File: src/rtl/i2cbc_pkg.sv
`timescale 1ns / 1ps

package i2cbc_pkg;

  // Counter widths
  localparam int RETRY_CNT_W = 32;
  localparam int PHASE_TMR_W = 10;

  // Widest timing register that is compared against the phase timer
  localparam int TMR_LEN_W = 10;
  localparam int TMR_CMP_W = (PHASE_TMR_W > TMR_LEN_W) ? PHASE_TMR_W : TMR_LEN_W;

  // Retry interval register width and common compare width
  localparam int RETRY_REG_W = 32;
  localparam int RETRY_CMP_W = (RETRY_CNT_W > RETRY_REG_W) ? RETRY_CNT_W : RETRY_REG_W;

  // Configuration port
  localparam int CFG_IDX_W  = 3;
  localparam int CFG_DATA_W = 32;

  localparam logic [CFG_IDX_W-1:0] CFG_RECOVER_CLOCKS   = 3'd0;
  localparam logic [CFG_IDX_W-1:0] CFG_PULSE_HALF       = 3'd1;
  localparam logic [CFG_IDX_W-1:0] CFG_INITIAL_RELEASE  = 3'd2;
  localparam logic [CFG_IDX_W-1:0] CFG_RELEASE_TIMEOUT  = 3'd3;
  localparam logic [CFG_IDX_W-1:0] CFG_IDLE_SETTLE      = 3'd4;
  localparam logic [CFG_IDX_W-1:0] CFG_RETRY_INTERVAL   = 3'd5;

  typedef logic [PHASE_TMR_W-1:0] tmr_t;
  typedef logic [RETRY_CNT_W-1:0] retry_cnt_t;

  typedef enum logic [1:0] {
    MODE_UNINIT = 2'd0,
    MODE_READY  = 2'd1,
    MODE_STUCK  = 2'd2
  } bus_mode_e;

  typedef enum logic [3:0] {
    PH_IDLE      = 4'd0,
    PH_CHECK     = 4'd1,
    PH_RELEASE   = 4'd2,
    PH_SAMPLE    = 4'd3,
    PH_LOW       = 4'd4,
    PH_RISE      = 4'd5,
    PH_HIGH      = 4'd6,
    PH_STOP_SCL  = 4'd7,
    PH_STOP_SDA  = 4'd8,
    PH_STOP_RISE = 4'd9,
    PH_STOP_HOLD = 4'd10,
    PH_SDA_RISE  = 4'd11
  } phase_e;

  typedef struct packed {
    logic [4:0]             recover_clocks;
    logic [7:0]             pulse_half_ticks;
    logic [7:0]             initial_release_ticks;
    logic [9:0]             release_timeout_ticks;
    logic [9:0]             idle_settle_ticks;
    logic [RETRY_REG_W-1:0] retry_interval_ticks;
  } cfg_t;

  typedef struct packed {
    bus_mode_e  bus_mode;
    phase_e     phase;
    tmr_t       phase_timer;
    retry_cnt_t since_last_attempt;
    logic [4:0] pulses_given;
    logic       sda_seen_high;
    logic       scl_rose_for_stop;
    logic [3:0] fault_mask;
  } seq_state_t;

  typedef struct packed {
    logic command;
    logic sda_level;
    logic scl_level;
  } in_t;

  typedef struct packed {
    logic       scl_drive_low;
    logic       sda_drive_low;
    logic [1:0] bus_status;
    logic       busy_res;
    logic       answer_valid;
    logic [3:0] stuck_mask;
  } out_t;

endpackage

File: src/rtl/i2cbc_cfg.sv
`timescale 1ns / 1ps

module i2cbc_cfg import i2cbc_pkg::*; (
  input  logic                  clk_i,
  input  logic                  rst_ni,
  input  logic                  cfg_we_i,
  input  logic [CFG_IDX_W-1:0]  cfg_idx_i,
  input  logic [CFG_DATA_W-1:0] cfg_wdata_i,
  output cfg_t                  cfg_o
);

  cfg_t cfg_q, cfg_d;

  // Register write decode; unknown indexes are dropped
  always_comb begin
    cfg_d = cfg_q;
    if (cfg_we_i) begin
      case (cfg_idx_i)
        CFG_RECOVER_CLOCKS:  cfg_d.recover_clocks        = cfg_wdata_i[4:0];
        CFG_PULSE_HALF:      cfg_d.pulse_half_ticks      = cfg_wdata_i[7:0];
        CFG_INITIAL_RELEASE: cfg_d.initial_release_ticks = cfg_wdata_i[7:0];
        CFG_RELEASE_TIMEOUT: cfg_d.release_timeout_ticks = cfg_wdata_i[9:0];
        CFG_IDLE_SETTLE:     cfg_d.idle_settle_ticks     = cfg_wdata_i[9:0];
        CFG_RETRY_INTERVAL:  cfg_d.retry_interval_ticks  = cfg_wdata_i[RETRY_REG_W-1:0];
        default: ;
      endcase
    end
  end

  always_ff @(posedge clk_i or negedge rst_ni) begin
    if (!rst_ni) begin
      cfg_q.recover_clocks        <= 5'd18;
      cfg_q.pulse_half_ticks      <= 8'd5;
      cfg_q.initial_release_ticks <= 8'd10;
      cfg_q.release_timeout_ticks <= 10'd100;
      cfg_q.idle_settle_ticks     <= 10'd500;
      cfg_q.retry_interval_ticks  <= RETRY_REG_W'(1000000);
    end else begin
      cfg_q <= cfg_d;
    end
  end

  assign cfg_o = cfg_q;

endmodule

File: src/rtl/i2cbc_step.sv
`timescale 1ns / 1ps

module i2cbc_step import i2cbc_pkg::*; (
  input  cfg_t       cfg_i,
  input  seq_state_t state_i,
  input  in_t        tick_i,
  output seq_state_t state_o,
  output out_t       res_o
);

  localparam tmr_t       TMR_MAX   = '1;
  localparam retry_cnt_t RETRY_MAX = '1;

  // Hold phase has served its length
  function automatic logic hold_end(tmr_t t, logic [TMR_LEN_W-1:0] len);
    hold_end = (TMR_CMP_W'(t) >= TMR_CMP_W'(len)) || (t == TMR_MAX);
  endfunction

  // Rise wait expired, evaluated on the already advanced timer
  function automatic logic wait_end(tmr_t t1, logic [TMR_LEN_W-1:0] len);
    wait_end = (TMR_CMP_W'(t1) >= TMR_CMP_W'(len)) || (t1 == TMR_MAX);
  endfunction

  seq_state_t nx;
  logic       answered;
  retry_cnt_t since_inc;
  tmr_t       tmr_inc;
  tmr_t       poll_t1;
  logic       retry_due;
  logic       sda_hi;
  logic       fin_sda;
  logic       do_finish;
  logic [3:0] fin_mask;

  // Saturating counters and shared compares
  always_comb begin
    since_inc = (state_i.since_last_attempt == RETRY_MAX) ? state_i.since_last_attempt
                                                          : state_i.since_last_attempt + 1'b1;
    tmr_inc   = (state_i.phase_timer == TMR_MAX) ? state_i.phase_timer
                                                 : state_i.phase_timer + 1'b1;
    // a fresh idle check starts from a cleared timer
    poll_t1   = (state_i.phase == PH_IDLE) ? tmr_t'(1) : tmr_inc;
    retry_due = RETRY_CMP_W'(since_inc) >= RETRY_CMP_W'(cfg_i.retry_interval_ticks);
    sda_hi    = tick_i.sda_level;
  end

  // Phase sequencer: one tick per pass
  always_comb begin
    nx = state_i;
    nx.since_last_attempt = since_inc;
    answered  = 1'b0;
    do_finish = 1'b0;
    fin_sda   = 1'b0;
    case (state_i.phase)
      PH_IDLE, PH_CHECK: begin
        if (state_i.phase == PH_CHECK || tick_i.command) begin
          if (state_i.phase == PH_IDLE && state_i.bus_mode == MODE_UNINIT) begin
            nx.since_last_attempt = '0;
            nx.pulses_given       = '0;
            nx.sda_seen_high      = 1'b0;
            nx.scl_rose_for_stop  = 1'b0;
            nx.phase              = PH_RELEASE;
            nx.phase_timer        = tmr_t'(1);
          end else if (state_i.phase == PH_IDLE && state_i.bus_mode != MODE_READY) begin
            // stuck: retry only after the interval
            if (!retry_due) begin
              answered = 1'b1;
              nx.phase = PH_IDLE;
              nx.phase_timer = '0;
            end else begin
              nx.since_last_attempt = '0;
              nx.pulses_given       = '0;
              nx.sda_seen_high      = 1'b0;
              nx.scl_rose_for_stop  = 1'b0;
              nx.phase              = PH_RELEASE;
              nx.phase_timer        = tmr_t'(1);
            end
          end else if (tick_i.sda_level && tick_i.scl_level) begin
            // bus is idle
            answered = 1'b1;
            nx.phase = PH_IDLE;
            nx.phase_timer = '0;
          end else if (wait_end(poll_t1, cfg_i.idle_settle_ticks)) begin
            nx.bus_mode = MODE_STUCK;
            if (!retry_due) begin
              answered = 1'b1;
              nx.phase = PH_IDLE;
              nx.phase_timer = '0;
            end else begin
              nx.since_last_attempt = '0;
              nx.pulses_given       = '0;
              nx.sda_seen_high      = 1'b0;
              nx.scl_rose_for_stop  = 1'b0;
              nx.phase              = PH_RELEASE;
              nx.phase_timer        = tmr_t'(1);
            end
          end else begin
            nx.phase = PH_CHECK;
            nx.phase_timer = poll_t1;
          end
        end
      end
      PH_RELEASE: begin
        if (hold_end(state_i.phase_timer, TMR_LEN_W'(cfg_i.initial_release_ticks))) begin
          nx.phase = PH_SAMPLE;
          nx.phase_timer = '0;
        end else begin
          nx.phase_timer = tmr_inc;
        end
      end
      PH_SAMPLE: begin
        nx.phase_timer = tmr_t'(1);
        if (state_i.pulses_given >= cfg_i.recover_clocks) begin
          nx.phase = PH_STOP_SCL;
        end else if (sda_hi) begin
          nx.sda_seen_high = 1'b1;
          nx.phase = PH_STOP_SCL;
        end else begin
          nx.phase = PH_LOW;
        end
      end
      PH_LOW: begin
        if (hold_end(state_i.phase_timer, TMR_LEN_W'(cfg_i.pulse_half_ticks))) begin
          nx.phase = PH_RISE;
          nx.phase_timer = '0;
        end else begin
          nx.phase_timer = tmr_inc;
        end
      end
      PH_RISE: begin
        if (tick_i.scl_level) begin
          nx.phase = PH_HIGH;
          nx.phase_timer = tmr_t'(1);
        end else if (wait_end(tmr_inc, cfg_i.release_timeout_ticks)) begin
          // SCL held low by someone else: stop clocking
          nx.phase = PH_STOP_SCL;
          nx.phase_timer = tmr_t'(1);
        end else begin
          nx.phase_timer = tmr_inc;
        end
      end
      PH_HIGH: begin
        if (hold_end(state_i.phase_timer, TMR_LEN_W'(cfg_i.pulse_half_ticks))) begin
          nx.pulses_given = state_i.pulses_given + 1'b1;
          nx.phase = PH_SAMPLE;
          nx.phase_timer = '0;
        end else begin
          nx.phase_timer = tmr_inc;
        end
      end
      PH_STOP_SCL: begin
        if (hold_end(state_i.phase_timer, TMR_LEN_W'(cfg_i.pulse_half_ticks))) begin
          nx.phase = PH_STOP_SDA;
          nx.phase_timer = tmr_t'(1);
        end else begin
          nx.phase_timer = tmr_inc;
        end
      end
      PH_STOP_SDA: begin
        if (hold_end(state_i.phase_timer, TMR_LEN_W'(cfg_i.pulse_half_ticks))) begin
          nx.phase = PH_STOP_RISE;
          nx.phase_timer = '0;
        end else begin
          nx.phase_timer = tmr_inc;
        end
      end
      PH_STOP_RISE: begin
        if (tick_i.scl_level) begin
          nx.scl_rose_for_stop = 1'b1;
          nx.phase = PH_STOP_HOLD;
          nx.phase_timer = tmr_t'(1);
        end else if (wait_end(tmr_inc, cfg_i.release_timeout_ticks)) begin
          nx.scl_rose_for_stop = 1'b0;
          nx.phase = PH_SDA_RISE;
          nx.phase_timer = '0;
        end else begin
          nx.phase_timer = tmr_inc;
        end
      end
      PH_STOP_HOLD: begin
        if (hold_end(state_i.phase_timer, TMR_LEN_W'(cfg_i.pulse_half_ticks))) begin
          nx.phase = PH_SDA_RISE;
          nx.phase_timer = '0;
        end else begin
          nx.phase_timer = tmr_inc;
        end
      end
      PH_SDA_RISE: begin
        if (sda_hi) begin
          do_finish = 1'b1;
          fin_sda   = 1'b1;
        end else if (wait_end(tmr_inc, cfg_i.release_timeout_ticks)) begin
          do_finish = 1'b1;
        end else begin
          nx.phase_timer = tmr_inc;
        end
      end
      default: begin
        nx.phase = PH_IDLE;
        nx.phase_timer = '0;
      end
    endcase

    // Wrap-up: record the fault mask and the new bus state
    fin_mask = {~fin_sda & ~state_i.sda_seen_high, ~state_i.scl_rose_for_stop,
                ~tick_i.scl_level, ~fin_sda};
    if (do_finish) begin
      answered = 1'b1;
      nx.fault_mask = fin_mask;
      nx.bus_mode = (fin_sda && tick_i.scl_level && state_i.scl_rose_for_stop)
                    ? MODE_READY : MODE_STUCK;
      nx.phase = PH_IDLE;
      nx.phase_timer = '0;
    end
  end

  // Line drives and status follow the phase after the tick
  always_comb begin
    res_o.scl_drive_low = (nx.phase == PH_LOW) || (nx.phase == PH_STOP_SCL) ||
                          (nx.phase == PH_STOP_SDA);
    res_o.sda_drive_low = (nx.phase == PH_STOP_SDA) || (nx.phase == PH_STOP_RISE) ||
                          (nx.phase == PH_STOP_HOLD);
    res_o.bus_status    = nx.bus_mode;
    res_o.busy_res      = (nx.phase != PH_IDLE);
    res_o.answer_valid  = answered;
    res_o.stuck_mask    = nx.fault_mask;
  end

  assign state_o = nx;

endmodule

File: src/rtl/i2c_bus_clear_sequencer.sv
`timescale 1ns / 1ps
// The result of an input transfer is registered into the output register and is held there from the next cycle.
// Throughput: one tick per cycle; the next tick is taken while a result waits,
// as long as the output register is empty or is drained in the same cycle.
// Reset (rst_ni low, asynchronous): bus uninitialized, phase idle, all counters
// and the stuck mask cleared, registers at their default values, no result held.
module i2c_bus_clear_sequencer import i2cbc_pkg::*; (
  input  logic                  clk_i,
  input  logic                  rst_ni,
  input  logic                  in_valid_i,
  output logic                  in_ready_o,
  input  in_t                   in_data_i,
  output logic                  out_valid_o,
  input  logic                  out_ready_i,
  output out_t                  out_data_o,
  input  logic                  cfg_we_i,
  input  logic [CFG_IDX_W-1:0]  cfg_idx_i,
  input  logic [CFG_DATA_W-1:0] cfg_wdata_i
);

  cfg_t       cfg;
  seq_state_t state_q, state_d;
  out_t       res_d, res_q;
  logic       out_valid_q, out_valid_d;
  logic       in_fire;

  i2cbc_cfg u_cfg (
    .clk_i      (clk_i),
    .rst_ni     (rst_ni),
    .cfg_we_i   (cfg_we_i),
    .cfg_idx_i  (cfg_idx_i),
    .cfg_wdata_i(cfg_wdata_i),
    .cfg_o      (cfg)
  );

  i2cbc_step u_step (
    .cfg_i  (cfg),
    .state_i(state_q),
    .tick_i (in_data_i),
    .state_o(state_d),
    .res_o  (res_d)
  );

  // Take a tick whenever the output register is free or drains this cycle
  assign in_ready_o  = !out_valid_q || out_ready_i;
  assign in_fire     = in_valid_i && in_ready_o;
  assign out_valid_d = in_fire || (out_valid_q && !out_ready_i);

  always_ff @(posedge clk_i or negedge rst_ni) begin
    if (!rst_ni) begin
      state_q.bus_mode           <= MODE_UNINIT;
      state_q.phase              <= PH_IDLE;
      state_q.phase_timer        <= '0;
      state_q.since_last_attempt <= '0;
      state_q.pulses_given       <= '0;
      state_q.sda_seen_high      <= 1'b0;
      state_q.scl_rose_for_stop  <= 1'b0;
      state_q.fault_mask         <= '0;
      out_valid_q                <= 1'b0;
    end else begin
      out_valid_q <= out_valid_d;
      if (in_fire) begin
        state_q <= state_d;
      end
    end
  end

  // Result register, payload only
  always_ff @(posedge clk_i) begin
    if (in_fire) begin
      res_q <= res_d;
    end
  end

  assign out_valid_o = out_valid_q;
  assign out_data_o  = res_q;

  // A completed request always leaves the sequencer idle
  a_answer_idle: assert property (@(posedge clk_i) disable iff (!rst_ni)
    in_fire && res_d.answer_valid |=> state_q.phase == PH_IDLE)
    else $error("answered request left sequencer busy");

  // State only advances on an input transfer
  a_state_hold: assert property (@(posedge clk_i) disable iff (!rst_ni)
    !in_fire |=> $stable(state_q))
    else $error("state changed without an input transfer");

  // Starting a recovery clears the retry counter
  a_retry_clear: assert property (@(posedge clk_i) disable iff (!rst_ni)
    in_fire && state_q.phase != PH_RELEASE && state_d.phase == PH_RELEASE
    |=> state_q.since_last_attempt == '0)
    else $error("retry counter not cleared at recovery start");

  // The busy flag in the result matches the stored phase
  a_busy_match: assert property (@(posedge clk_i) disable iff (!rst_ni)
    in_fire |=> out_data_o.busy_res == (state_q.phase != PH_IDLE))
    else $error("busy flag disagrees with phase");

endmodule
File: config.mk
export PLATFORM = sky130hd
export DESIGN_NAME = i2c_bus_clear_sequencer
export DESIGN_NICKNAME = d
export VERILOG_FILES = /design/src/rtl/i2cbc_pkg.sv /design/src/rtl/i2cbc_cfg.sv /design/src/rtl/i2cbc_step.sv /design/src/rtl/i2c_bus_clear_sequencer.sv
export SDC_FILE = /design/constraint.sdc
export NUM_CORES = 1
export LEC_CHECK = 0
export ABC_AREA = 1
export ABC_CLOCK_PERIOD_IN_PS = 6700
export BUFFER_PORTS_ARGS = -buffer_cell sky130_fd_sc_hd__buf_2
export CAP_MARGIN = 20
export CORE_MARGIN = 4
export CORE_UTILIZATION = 31
export CTS_CLUSTER_DIAMETER = 40
export DETAILED_ROUTE_END_ITERATION = 10
export GPL_ROUTABILITY_DRIVEN = 0
export PLACE_DENSITY = 0.46
export SLEW_MARGIN = 20
export SYNTH_ARGS = -nofsm -noshare
export SYNTH_HDL_FRONTEND = slang
export SYNTH_HIERARCHICAL = 1
export SYNTH_SLANG_ARGS = --single-unit
File: constraint.sdc
create_clock -name clk_i -period 6.7 [get_ports clk_i]
set_input_delay 0 -clock clk_i [delete_from_list [all_inputs] [get_ports clk_i]]
set_output_delay 0 -clock clk_i [all_outputs]
set_load 0.03 [all_outputs]
Yosys cells after proc, flatten, opt, wreduce, memory -nomap -nowiden
Cells that the tools add are included.
Storage, ports and cells
  output and inout bits: 12
  register bits after elaboration: 143
  bits of input ports: 43
  logic and storage cells: 172
Cells by class
  reductions and logical operators: 39
  $add $sub $neg: 3
  bitwise operators: 5
  multiplexer cells: 62
  magnitude comparators: 6
  eq/ne operators: 36
Operators by type and width (number)
  $mux W39: 3
  $mux W53: 2
  $mux W10: 9
  $pmux W10 S8: 1
  $mux W32: 2
  $mux W55: 1
  $pmux W4 S11: 1
  $mux W14: 3
  $mux W4: 9
  $add A32 B1 Y32 const B: 1
  $eq A32 B32 Y1 const B: 1
  $ge A32 B32 Y1: 1
  $eq A10 B10 Y1 const B: 3
  $eq A4 B4 Y1 const B: 7
  $eq A4 B3 Y1 const B: 6
  $mux W12: 2
  $ge A10 B10 Y1: 2
  $ge A10 B8 Y1: 2
  $mux W1: 16
  $mux W16: 1
  $mux W2: 8
  $reduce_and A2 Y1: 6
  $reduce_and A6 Y1: 2
  $logic_or A1 B1 Y1: 11
  30 further kinds: 51

Depth between registers and ports, before layout
Gate-level depths: netlist of run 1.
  word-level depth: 15
  mapped depth: 30
  gate-level depth less buffers: 30

Modules after synthesis
Netlist of run 1, hierarchy kept.
By module, submodules not included
  i2cbc_step: instances 1, area an instance 4673.2 µm², seq. area each 0.0 µm², cells an instance 871
  i2cbc_cfg: instances 1, area an instance 2892.8 µm², seq. area each 1854.3 µm², cells an instance 324
  i2c_bus_clear_sequencer: instances 1, area an instance 2712.6 µm², seq. area each 1801.7 µm², cells an instance 272

Least setup slack after synthesis of run 1
OpenSTA, ideal clock, no wires.
  kind: reg-to-reg
  from: reg state_q[11] in the netlist's numbering
  to: reg state_q[17] in the netlist's numbering
  cell stages (with the launch flop): 25
  data arrival time: 3.411 ns
  clock period less this slack: 3.528 ns
  required time: 6.583 ns
  library setup time: 0.117 ns
  path buffers: 3
  slack: 3.172 ns
  cells stage by stage: dfrtp_1 > ha_1 > nand3_1 > inv_1 > nand2_1 > nor4_1 > nand2_1 > clkbuf_1 > clkbuf_1 > nand2_1 > ha_1 > nand2_1 > nor4_1 > nand2_1 > nand2_1 > nand2_1 > nand3_1 > nand3_1 > nand2_2 > nand2_2 > inv_4 > buf_6 > a21oi_2 > nand3_1 > nand2_1
RTL lines
  start, declared: RTL line i2c_bus_clear_sequencer.sv:22  | seq_state_t state_q, state_d;
  start signal, assigned: RTL line i2c_bus_clear_sequencer.sv:63  | state_q <= state_d;

==> results_dict.tcl, run 1 <==
set metrics [dict create \
    status "complete, no violations" \
    power.density_nw_per_um2 286 \
    end_kind "register" \
    antenna_found_initial 0 \
    grt_start_max_net_pins 89 \
    synth-compound-area-share 0.0743 \
    period_minus_slack_ns 4.65 \
    cts_setup_buffers 0 \
    seq_area_frac_synth 0.356 \
    synth_edf_count 10 \
    switching_power_w 0.00136 \
    syn_inst 1467 \
    start_kind "register" \
    fin_skew_ns 0.00954 \
    ys_ff_latch 143 \
    initial_utilization 0.315 \
    syn_nets 1586 \
    clock-sinks 143 \
    muxShareOfSynthArea 0 \
    cap_violations 0 \
    p_comb_frac 0.354 \
    grt_pass1_vias 9358 \
    critical_path_class "register to register" \
    htreeDepth 4 \
    fin_crit_sh 0.694 \
    required_ns 7.02 \
    wl_per_cell_um 15.2 \
    p_leak_nw 6.23 \
    fmax_ghz 0.215 \
    dp_hpwl_um 21600 \
    drt_pre_antenna_iters 5 \
    area_growth_pct 15.1 \
    fin_setup_tns_ns 0 \
    diodes 0 \
    grt_usage 0.172 \
    fp.dieH_um 190 \
    cts_buffer_depth 2 \
    yosysWarnings 6 \
    grt_setup_unrepaired "false" \
    root_buffer "clkbuf_16" \
    finalSetupViolations 0 \
    cp_max_fo 32 \
    row_count 66 \
    synthAdderAreaFrac 0.0925 \
    avgSynthCellArea_um2 7.01 \
    final_hold_viol_count 0 \
    worst_pin_slew_ns 0.874 \
    synth_xor_area_frac 0.0230 \
    netlist_area_um2 10300 \
    synth_cell_types 44 \
    total_power_w 0.00338 \
    cts_buffers 17 \
    synth_top_family_by_area "simple AND/OR/NAND/NOR gates" \
    sequentialPowerShare 0.350 \
    grt_pass1_wl_um 49900 \
    pwr-share-clk 0.297 \
    p_int_w 0.00202 \
    worst_ep_arrival_time_ns 4.97 \
    worst_ir_drop_vdd_mv 0.187 \
    routed_wl_um 30300 \
    core_area_um2 32600 \
    postCtsResizedCells 0 \
    layout-drive-gt1-share 0.106 \
    drv_slew 0 \
    drc 0 \
    cts_tree "built" \
    async_flop_share 0.930 \
    yosys.area_share.simple 0.353 \
    clk_latency_ns 0.44 \
    relSlewSlack 0.417 \
    chipWidth_um 190 \
    ios 55 \
    nets 1658 \
    clkTransAtPathRegs_ns 0.07 \
    first_iter_violations 632 \
    hold_class "input port to register" \
    grt_overflow_total 0 \
    vias_per_cell 4.74 \
    num_vias 9442 \
    ant_nets 0 \
    die-area_um2 36100 \
    ys.flop_type "dfrtp_1" \
    io_buffers 54 \
    swShare 0.403 \
]
[layer usage]
metal / share of wire / track usage / wire, um / vias to the layer above
met5: 0 / 0 / 0 / -
met4: 0.011 / 0.0412 / 320 / 0
met3: 0.033 / 0.0277 / 1010 / 22
met2: 0.48 / 0.296 / 14600 / 141
met1: 0.48 / 0.227 / 14400 / 4450
li1: - / - / - / 4829
[power groups by stage]
stage / Sequential, W / Clock, W / Combinational [W]
CTS: 0.00118 / 0.00103 / 0.00120
floorplan: 0.00118 / 0 / 0.000873
global route: 0.00121 / 0.00106 / 0.00139
detailed placement: 0.00120 / 0 / 0.00118
global placement: 0.00120 / 0 / 0.00117
finish: 0.00118 / 0.00100 / 0.00120
[worst paths after layout]
| check | start | endpoint | slack (ns) | depth (start not counted) |
|---|---|---|---|---|
| setup / recovery | state_q[11] | state_q[28] | 2.05 | 25 |
| hold reg to reg | u_cfg/cfg_o[36] | u_cfg/cfg_o[36] | 0.47 | 2 |
| hold / removal | in_data_i[2] | state_q[45] | 0.02 | 6 |
| max in group asynchronous | rst_ni | u_cfg/cfg_o[54] | 5.36 | 3 |
| setup reg to reg | state_q[11] | state_q[28] | 2.05 | 25 |
| min in group asynchronous | rst_ni | u_cfg/cfg_o[12] | 0.21 | 2 |
[cells in the mapped netlist, types with 7 or more instances]
cell | count | area share
inv_1 | 184 | 0.067
ha_1 | 76 | 0.093
o21ai_0 | 37 | 0.018
xnor2_1 | 9 | 0.0077
dfrtp_1 | 111 | 0.27
buf_2 | 18 | 0.0088
nand3_1 | 143 | 0.070
a21oi_2 | 11 | 0.0094
nor4_1 | 12 | 0.0073
edfxtp_1 | 10 | 0.029
inv_2 | 7 | 0.0026
dfstp_2 | 22 | 0.056
nor2_2 | 8 | 0.0049
nand2_1 | 515 | 0.19
nor2_1 | 114 | 0.042
nand4_1 | 21 | 0.013
o211ai_1 | 8 | 0.0058
nor3_1 | 16 | 0.0078
nand2_2 | 7 | 0.0043
xor2_1 | 18 | 0.015
o21ai_1 | 7 | 0.0034
buf_4 | 10 | 0.0073
a21oi_1 | 46 | 0.022
buf_6 | 12 | 0.013
[critical path: stages, from the launching register on]
cell and delay [ns]:
dfrtp_1 0.43, ha_1 0.24, nand3_1 0.11, inv_1 0.11, nand2_1 0.11, nor4_1 0.38, nand2_1 0.49, buf_4 0.38
o21ai_0 0.28, inv_1 0.08, ha_1 0.30, a21oi_1 0.06, o21ai_0 0.18, nand2_1 0.07, nand2_1 0.06, nand2_1 0.04
nand2_1 0.08, nand2_1 0.07, nand3_1 0.11, nand3_1 0.10, nand2_2 0.10, nand2_2 0.09, inv_4 0.35, nor2_1 0.11
nand3_1 0.09, nand2_1 0.07
[final cells by class]
type / count / area (um^2)
fill: 3457 / 20800
sequential: 143 / 3660
timing repair buffer: 99 / 714
multi-input combinational: 1086 / 5580
tap: 442 / 553
inverter: 192 / 723
clock inverter: 12 / 133
clock buffer: 20 / 478
[placed cells by master, fill, tap and decap left out, types with 6 or more instances in the layout]
cell type / netlist / layout
a21oi_1: 46 / 46
a21oi_2: 11 / 11
buf_2: 18 / 53
clkbuf_16: 0 / 18
clkinvlp_4: 0 / 6
dfrtp_1: 111 / 111
dfstp_2: 22 / 22
dlygate4sd3_1: 0 / 40
edfxtp_1: 10 / 10
ha_1: 76 / 76
inv_1: 184 / 184
inv_2: 7 / 7
nand2_1: 515 / 515
nand2_2: 7 / 7
nand3_1: 143 / 143
nand4_1: 21 / 21
nor2_1: 114 / 114
nor2_2: 8 / 8
nor3_1: 16 / 16
nor4_1: 12 / 12
o211ai_1: 8 / 8
o21ai_0: 37 / 37
o21ai_1: 7 / 7
xnor2_1: 9 / 9
xor2_1: 18 / 18
[stage by stage]
stage | worst slack [ns] | hold slack (ns) | std cells | instance area (um^2) | util
detailed placement | 2.15 | 0.151 | 1922 | 10800 | 0.332
global placement | 2.19 | 0.150 | 1922 | 10800 | 0.332
finish | 2.05 | 0.0224 | 1994 | 11800 | 0.363
global route | 1.49 | 0.0612 | 1994 | 11800 | 0.363
floorplan | 3.17 | -0.296 | 1467 | 10300 | -
CTS | 2.08 | 0.0107 | 1994 | 11800 | 0.363
[cells by family after synthesis]
| group | after synthesis |
|---|---|
| AO/OA/AOI/OAI | 129 |
| XOR/XNOR | 27 |
| adder cells (fa/ha/maj) | 76 |
| buffers and inverters | 238 |
| flip-flops | 143 |
| AND/OR/NAND/NOR | 854 |
[state kept, by name (all words and copies together), names as in the netlist]
signal       cells
state_q         59
out_data_o      10
out_valid_o      1
u_cfg/cfg_o     73
[timing repair]
| item | in CTS | in global routing |
|---|---|---|
| endpoints found under the setup margin | 0 | 0 |
| endpoints found under the hold margin | 153 | 0 |
| hold buffers | 40 | 0 |
No activity file was read; power rests on OpenSTA's default activity.
==> run 2, diff against run 1 <==
Settings changed: ABC_CLOCK_PERIOD_IN_PS 6700 to 4800.
Clock period 6.7 ns to 4.8 ns, I/O delays scaled along.
==> results_dict.tcl, run 2 (same netlist as run 1, synthesis figures left out) <==
set metrics [dict create \
    htreeDepth 4 \
    hold_class "input port to register" \
    ios 55 \
    relSlewSlack 0.459 \
    total_power_w 0.00483 \
    grt_setup_unrepaired "false" \
    antenna_found_initial 0 \
    worst_ep_arrival_time_ns 4.51 \
    p_leak_nw 6.28 \
    nets 1660 \
    layout-drive-gt1-share 0.107 \
    critical_path_class "register to register" \
    fmax_ghz 0.231 \
    drc 0 \
    initial_utilization 0.315 \
    diodes 0 \
    drv_slew 0 \
    cp_max_fo 5 \
    min-delay-start "in_data_i[0]" \
    r2r-start "state_q[11]" \
    grt_pass1_wl_um 50300 \
    core_area_um2 32600 \
    largest_reg_flops 73 \
    final_cell_mix "nand2_1 (515), inv_1 (184), nand3_1 (143), nor2_1 (114), dfrtp_1 (111)" \
    grt_usage 0.175 \
    area_growth_pct 15.9 \
    power.density_nw_per_um2 406 \
    row_count 66 \
    first_iter_violations 545 \
    end_kind "register" \
    cts_buffers 17 \
    r2r_cells 26 \
    clk_latency_ns 0.43 \
    fp.dieH_um 190 \
    routed_wl_um 30900 \
    clkTransAtPathRegs_ns 0.06 \
    clock-sinks 143 \
    vias_per_cell 4.75 \
    wl_per_cell_um 15.5 \
    root_buffer "clkbuf_16" \
    io_buffers 54 \
    drt_pre_antenna_iters 5 \
    fin_setup_tns_ns 0 \
    dp_hpwl_um 22000 \
    chipWidth_um 190 \
    finalSetupViolations 0 \
    num_vias 9488 \
    grt_pass1_vias 9440 \
    cap_violations 0 \
    status "complete, no violations" \
    ant_nets 0 \
    required_ns 4.98 \
    fin_crit_sh 0.902 \
    final_common_cell "nand2_1" \
    cts_buffer_depth 2 \
    die-area_um2 36100 \
    grt_overflow_total 0 \
    crit_path_start "state_q[11]" \
    final_hold_viol_count 0 \
    worst_ir_drop_vdd_mv 0.255 \
    holdPathStages 2 \
    cts_setup_buffers 0 \
    period_minus_slack_ns 4.33 \
    max_stage_delay_ns 0.42 \
    cts_tree "built" \
    fin_skew_ns 0.0101 \
    start_kind "register" \
    critPathSlowestCell "dfrtp_1" \
    worst_pin_slew_ns 0.812 \
    grt_start_max_net_pins 67 \
    r2r_setup_slack_ns 0.47 \
]
==> run 2: cell types whose count changed in the layout (fill, tap and decap cells not counted), moves of 2 or more <==
cell,change
clkinvlp_4,-5
buf_4,+3
clkbuf_1,+3
nor4_1,-3
nor4_2,+3
bufinv_16,+2
==> run 2: through the flow <==
step	instance area, um^2	cells	hold WS, ns	setup slack (ns)	utilization
after global placement	10800	1925	0.0641	0.415	0.332
after global routing	11900	1996	0.0241	0.0292	0.365
after detailed placement	10800	1925	0.0588	0.275	0.332
final	11900	1996	0.0232	0.470	0.365
after floorplan	10300	1467	-0.296	1.27	-
after CTS	11900	1996	0.00320	0.241	0.364
==> run 2: routing by layer <==
metal	track usage	wire, um
met5	0	0
met4	0.0442	418
met3	0.0323	1000
met2	0.301	14900
met1	0.229	14500
==> run 2: what timing repair did <==
item,in CTS,in global routing
hold buffers,39,0
endpoints found under the setup margin,0,42
endpoints found under the hold margin,137,0
gates resized for setup,0,5
==> run 2: final cells by class <==
type                       instances  area (um^2)
multi-input combinational       1086         5600
clock buffer                      23          500
timing repair buffer             101          727
clock inverter                     9          151
sequential                       143         3660
fill                            3496        20700
tap                              442          553
inverter                         192          728
==> run 2: final timing paths <==
kind                              endpoint
setup / recovery             out_data_o[5]
hold / removal               out_data_o[1]
setup reg to reg             out_data_o[5]
hold reg to reg            u_cfg/cfg_o[38]
max in group asynchronous      state_q[56]
min in group asynchronous      state_q[36]
==> run 2: power breakdown <==
part           switching (W)  leakage (nW)  internal, W
sequential          0.000184          1.79      0.00146
clock               0.000538         0.317     0.000945
combinational        0.00117          4.17     0.000536
total                0.00189          6.28      0.00295
==> run 2: critical path: cells and delay by family, from the launching register on <==
kind	cells	cell delay [ns]
xor+xnor	1	0.18
flops	1	0.42
buf+inv	4	0.37
simple gates	16	1.98
compound gates	3	0.57
fa+ha+maj	2	0.54
